===== src/design/lkec_pkg.sv =====
// Shared types, codes and defaults of the keyed LRU entry cache.
package lkec_pkg;

  localparam int Entries         = 128;
  localparam int KeyBits         = 64;
  localparam int DataBits        = 32;
  localparam int DefaultCapacity = 100;

  localparam int KeyW    = 64;
  localparam int PayW    = 32;
  localparam int StatusW = 2;
  localparam int EvictW  = 32;
  localparam int OccW    = 8;
  localparam int CapW    = 8;

  typedef enum logic [StatusW-1:0] {
    ST_NEW  = 2'd0,
    ST_UPD  = 2'd1,
    ST_HIT  = 2'd2,
    ST_MISS = 2'd3
  } status_e;

  typedef enum logic {
    MODE_INSERT = 1'b0,
    MODE_LOOKUP = 1'b1
  } mode_e;

  typedef struct packed {
    logic start;
    logic scan_rd;
    logic scan_next;
    logic hit;
    logic prep;
    logic sh_rd;
    logic sh_wr;
    logic wr_head;
    logic finish;
  } cmd_t;

  typedef struct packed {
    logic scan_end;
    logic match;
    logic ptr_zero;
    logic lookup;
    logic hit;
    logic out_busy;
  } stat_t;

endpackage


===== src/design/lkec_ctrl.sv =====
// Controller state machine of the keyed LRU entry cache.
module lkec_ctrl (
  input  logic            clk_i,
  input  logic            rst_ni,
  input  logic            req_valid_i,
  output logic            req_ready_o,
  input  lkec_pkg::stat_t stat_i,
  output lkec_pkg::cmd_t  cmd_o
);

  typedef enum logic [7:0] {
    S_IDLE   = 8'b0000_0001,
    S_SCAN   = 8'b0000_0010,
    S_CMP    = 8'b0000_0100,
    S_DECIDE = 8'b0000_1000,
    S_SHRD   = 8'b0001_0000,
    S_SHWR   = 8'b0010_0000,
    S_HEAD   = 8'b0100_0000,
    S_DONE   = 8'b1000_0000
  } state_e;

  state_e state_q, state_d;

  always_comb begin
    state_d     = state_q;
    cmd_o       = '0;
    req_ready_o = 1'b0;
    unique case (state_q)
      S_IDLE: begin
        req_ready_o = 1'b1;
        if (req_valid_i) begin
          cmd_o.start = 1'b1;
          state_d     = S_SCAN;
        end
      end
      S_SCAN: begin
        if (stat_i.scan_end) begin
          state_d = S_DECIDE;
        end else begin
          cmd_o.scan_rd = 1'b1;
          state_d       = S_CMP;
        end
      end
      S_CMP: begin
        if (stat_i.match) begin
          cmd_o.hit = 1'b1;
          state_d   = S_DECIDE;
        end else begin
          cmd_o.scan_next = 1'b1;
          state_d         = S_SCAN;
        end
      end
      S_DECIDE: begin
        if (stat_i.lookup && !stat_i.hit) begin
          state_d = S_DONE;
        end else begin
          cmd_o.prep = 1'b1;
          state_d    = S_SHRD;
        end
      end
      S_SHRD: begin
        if (stat_i.ptr_zero) begin
          state_d = S_HEAD;
        end else begin
          cmd_o.sh_rd = 1'b1;
          state_d     = S_SHWR;
        end
      end
      S_SHWR: begin
        cmd_o.sh_wr = 1'b1;
        state_d     = S_SHRD;
      end
      S_HEAD: begin
        cmd_o.wr_head = 1'b1;
        state_d       = S_DONE;
      end
      S_DONE: begin
        if (!stat_i.out_busy) begin
          cmd_o.finish = 1'b1;
          state_d      = S_IDLE;
        end
      end
      default: begin
        state_d = S_IDLE;
      end
    endcase
  end

  always_ff @(posedge clk_i or negedge rst_ni) begin
    if (!rst_ni) begin
      state_q <= S_IDLE;
    end else begin
      state_q <= state_d;
    end
  end

endmodule


===== config.mk =====
export PLATFORM = sky130hd
export DESIGN_NAME = lkec_ctrl
export DESIGN_NICKNAME = d
export VERILOG_FILES = /design/src/design/lkec_pkg.sv /design/src/design/lkec_ctrl.sv
export SDC_FILE = /design/constraint.sdc
export NUM_CORES = 1
export LEC_CHECK = 0
export BUFFER_PORTS_ARGS = -buffer_cell sky130_fd_sc_hd__buf_2
export CORE_AREA = 2 2 39 41
export DETAILED_ROUTE_END_ITERATION = 10
export DIE_AREA = 0 0 41 43
export GPL_TIMING_DRIVEN = 1
export PLACE_DENSITY = 0.65
export SYNTH_ARGS = -nofsm -noshare
export SYNTH_HDL_FRONTEND = slang
export SYNTH_SLANG_ARGS = --single-unit

===== constraint.sdc =====
create_clock -name clk_i -period 4 [get_ports clk_i]
set_clock_uncertainty 0.15 [all_clocks]
set_input_delay 0.8 -clock clk_i [delete_from_list [all_inputs] [get_ports clk_i]]
set_output_delay 0.8 -clock clk_i [all_outputs]
set_load 0.02 [all_outputs]

**Word-level counts from Yosys, hierarchy flattened**

Index checks and enable logic that the tools add are counted.

- Input port bits: 9
- Output and inout port bits: 10
- Memories: 0
- Bits in read-only memories: 0
- Bits in latches: 0
- Flip-flop bits (word level): 8
- Memory bits (writable): 0

- Multipliers: 0
- Equal/unequal tests: 10
- $add $sub $neg: 0
- Reduce and logical (&&, ||, !) cells: 3
- $lt $le $gt $ge: 0
- Div/mod/pow operators: 0
- Shift-type cells: 0
- Mux-type cells: 23
- Bitwise operators: 0

Operators by type and width:

| operator | number |
|---|---|
| case mux 8 bit (8 select lines) | 1 |
| two-way mux 8 bit | 3 |
| two-way mux 1 bit | 15 |
| == test 8 x 1 -> 1 bit, second input constant | 1 |
| == test 8 x 2 -> 1 bit, second input constant | 1 |
| == test 8 x 3 -> 1 bit, second input constant | 1 |
| == test 8 x 4 -> 1 bit, second input constant | 1 |
| == test 8 x 5 -> 1 bit, second input constant | 1 |
| == test 8 x 6 -> 1 bit, second input constant | 1 |
| == test 8 x 7 -> 1 bit, second input constant | 1 |
| == test 8 bit, second input constant | 1 |
| two-way mux 4 bit | 2 |
| two-way mux 7 bit | 1 |
| inequality test 2 bit, second input constant | 2 |
| two-way mux 2 bit | 1 |
| AND reduction 2 bit | 1 |
| logical AND 1 bit | 1 |
| logical NOT 1 bit | 1 |

**Logic depth before layout (Yosys ltp)**

- Depth in word-level cells: 4
- Depth in mapped cells: 3

**Worst setup path after synthesis**

No wires, ideal clock.

- Path type: reg-to-output
- Start: reg state_q[6]
- End: out cmd_o[8] (netlist bit)
- Stages on the path, launching flop included: 4
- Slack: 1637 ps
- Arrival time: 1413 ps
- Data required time: 3050 ps
- Cells stage by stage: dfrtp_1 > nor4_4 > and3_1 > and2_1

RTL lines:

| what | RTL line | RTL |
|---|---|---|
| start: declaration | lkec_ctrl.sv:22 | `state_e state_q, state_d;` |
| start signal: assignment | lkec_ctrl.sv:93 | `state_q <= state_d;` |
| end: declaration | lkec_ctrl.sv:8 | `output lkec_pkg::cmd_t cmd_o` |

==> summary.md <==
| Metric | Value |
|---|---|
| Area contributors post-synth | `dfrtp_1, nor2_1, nor4_4, nor2b_1, dfstp_2` |
| Register area share after synthesis | `0.395` |
| Core ar. | `around 0.0014 mm^2` |
| Filler cells | `about 140` |
| Post-CTS Resized | `0` |
| Cell count after synthesis | `54` |
| Main synth FF type | `dfrtp_1` |
| Yosys reg bits | `8` |
| R2R Setup Slk | `~2.4 ns` |
| Final Hold Fails | `0` |
| Place WS | `roughly 1.6 ns` |
| Mean post-synth cell area | `around 9.5 um^2` |
| Slowest CP cell | `nor4_4` |
| Reg clk slew, reported paths | `approximately 0.060 ns` |
| Initial DRC Count | `4` |
| CTS tree | `yes` |
| CP top delay family | `simple AND/OR/NAND/NOR gates` |
| Hold Crit Class | `in -> async` |
| Gpl congestion | `a little under 0.8` |
| Max-slew headroom | `0.732` |
| Buffers and inverters on the worst path | `1` |
| First-pass GRT wire length | `~1600 um` |
| Ys Warns | `0` |
| Post-Syn Area | `510 um^2` |
| Post-synth top area share | `0.343` |
| Worst IR Drop VDD | `0.269 mV` |
| Post-DP HPWL | `793 um` |
| Die height | `around 43 um` |
| Worst r2r src | `state_q[1]` |
| Number of H-tree levels | `1` |
| Largest stage delay on the critical path | `0.46 ns` |
| Layout Nets | `86` |
| Sum Neg Setup Slack | `0 ns` |
| Final wirelength | `~1000 um` |
| Crit end category | `primary output` |
| Leakage Power | `roughly 0.35 nW` |
| Vias in the first global route | `around 400` |
| Worst-Skew Late Latency | `0.26 ns` |
| Layout cells sized above 1 | `0.329` |
| Worst Max-Slew Pin Slew | `between 0.3 and 0.4 ns` |
| TritonCTS Buffers | `3` |
| Largest register FFs | `8` |
| GR Util All Layers | `0.134` |
| Fin crit share | `0.658` |
| Largest registers | `state_q: 8 flops` |
| Fraction of registers with async set/reset | `1.00` |
| Arrival @ worst endpoint | `roughly 1.7 ns` |
| CP startpoint kind | `register` |
| Postcts setup bufs | `0` |
| Largest reg by FF count | `state_q` |
| Initial Util | `0.369` |
| Post-DRT Antenna Nets | `0` |
| IO Port Bufs | `18` |
| Die width | `41 um` |
| Crit path kind | `reg -> out` |
| Ant diodes | `0` |
| I/O pin count | `19` |
| CTS Hold Bufs | `0` |
| Vias after detailed routing | `460` |
| Die area | `about 0.0018 mm^2` |
| Peak Freq | `approximately 380 MHz` |
| Final max-slew violation count | `0` |
| Largest net degree at the start of global routing | `9` |
| Final setup violation count | `0` |
| Status | `finished clean` |
| Residual DRC | `0` |
| Post-synth top area cell | `dfrtp_1` |
| # clock sinks | `8` |
| Initial antenna violation count | `0` |
| Number of flops mapped to enable cells by yosys | `0` |
| Critical Path Stages | `4` |
| Critical path required time | `3.05 ns` |
| Setup ws final | `between 1 and 1.5 ns` |
| R2R depth | `3` |
| Crit-path max FO | `7` |
| Wire length per cell | `roughly 11 um` |
| Sequential Area | `between 200 and 250 um^2` |
| Syn nets | `between 60 and 70` |
| Vias per cell | `5.00` |
| Detailed Routing Iterations Pass 1 | `4` |
| Max-Cap Viols | `0` |
| Cell variety after synth | `21` |
| Pwr Density | `around 530 mW/mm^2` |
| Area Overhead vs Synth | `26.7%` |
| Min cycle time layout | `approximately 2.6 ns` |
| Crit-path cells | `nor4_4, nand2_1, nor4b_2, buf_2` |
| CTS max path bufs | `2` |
| Row cnt | `14` |
| FF-to-FF End | `state_q[0]` |
| Area of the multi-input gates | `~300 um^2` |
| RSZ-0062 raised after global routing | `no` |
| CTS root buf | `clkbuf_4` |
| Gr ovfl total | `0` |
kinds of logic (layout without fill, tap and decap cells):
group,Yosys count,in the layout,synth area share
flip-flops,8,8,0.395
buffers and inverters,3,25,0.0221
AND/OR/NAND/NOR,35,35,0.456
XOR/XNOR,2,2,0.0343
AO/OA/AOI/OAI,6,6,0.0931
cells in the mapped netlist, types with 2 or more instances:
library cell	instances
and3_1	2
and4b_1	2
dfrtp_1	7
inv_1	3
nand2_1	2
nand3_1	4
nand4b_1	2
nor2_1	12
nor2b_1	5
nor4_4	2
o211ai_1	2
xor2_1	2
layout by cell type (no fill, tap or decap), types with 2 or more instances in the layout:
master / count
and4b_1: 2
nor2_1: 12
nand3_1: 4
clkbuf_4: 3
nand2_1: 2
nor2b_1: 5
buf_2: 18
and3_1: 2
nor4_4: 2
o211ai_1: 2
inv_1: 3
xor2_1: 2
nand4b_1: 2
dfrtp_1: 7
area by class of cell:
type                       count  area share
inverter                       3      0.0174
timing repair buffer          18       0.139
sequential                     8       0.311
multi-input combinational     43       0.460
clock buffer                   4      0.0406
tap                           16      0.0309
per-layer routing:
metal | up-vias | global-route usage | routed length, um
li1 | 243 | - | -
met1 | 208 | 0.167 | 491
met2 | 7 | 0.191 | 478
met3 | 2 | 0.0157 | 27
met4 | 0 | 0.120 | 19
met5 | - | 0 | 0
report_power, final:
part | internal (mW) | switching, mW
Combinational | 0.0688 | 0.0815
Clock | 0.0384 | 0.0312
Sequential | 0.0997 | 0.0242
Total | 0.207 | 0.137
how the worst max path moves through the flow:
stage | slack, ns | end | from
2_1_floorplan | 1.64 | cmd_o[8] | state_q[6]
3_3_place_gp | 1.64 | cmd_o[5] | state_q[1]
3_5_place_dp | 1.63 | cmd_o[5] | state_q[1]
4_1_cts | 1.34 | cmd_o[6] | state_q[1]
5_1_grt | 1.21 | cmd_o[5] | state_q[1]
6_report | 1.37 | cmd_o[0] | state_q[1]
stage by stage:
step | utilization | power, mW | std cells | hold WS [ns] | cell area (um^2)
2_1_floorplan | - | 0.238 | 54 | 0.354 | 510
3_3_place_gp | 0.448 | 0.276 | 88 | 0.506 | 621
3_5_place_dp | 0.448 | 0.277 | 88 | 0.508 | 621
4_1_cts | 0.467 | 0.349 | 92 | 0.224 | 647
5_1_grt | 0.467 | 0.373 | 92 | 0.225 | 647
6_report | 0.467 | 0.344 | 92 | 0.220 | 647
(Power assumes the default switching activity.)
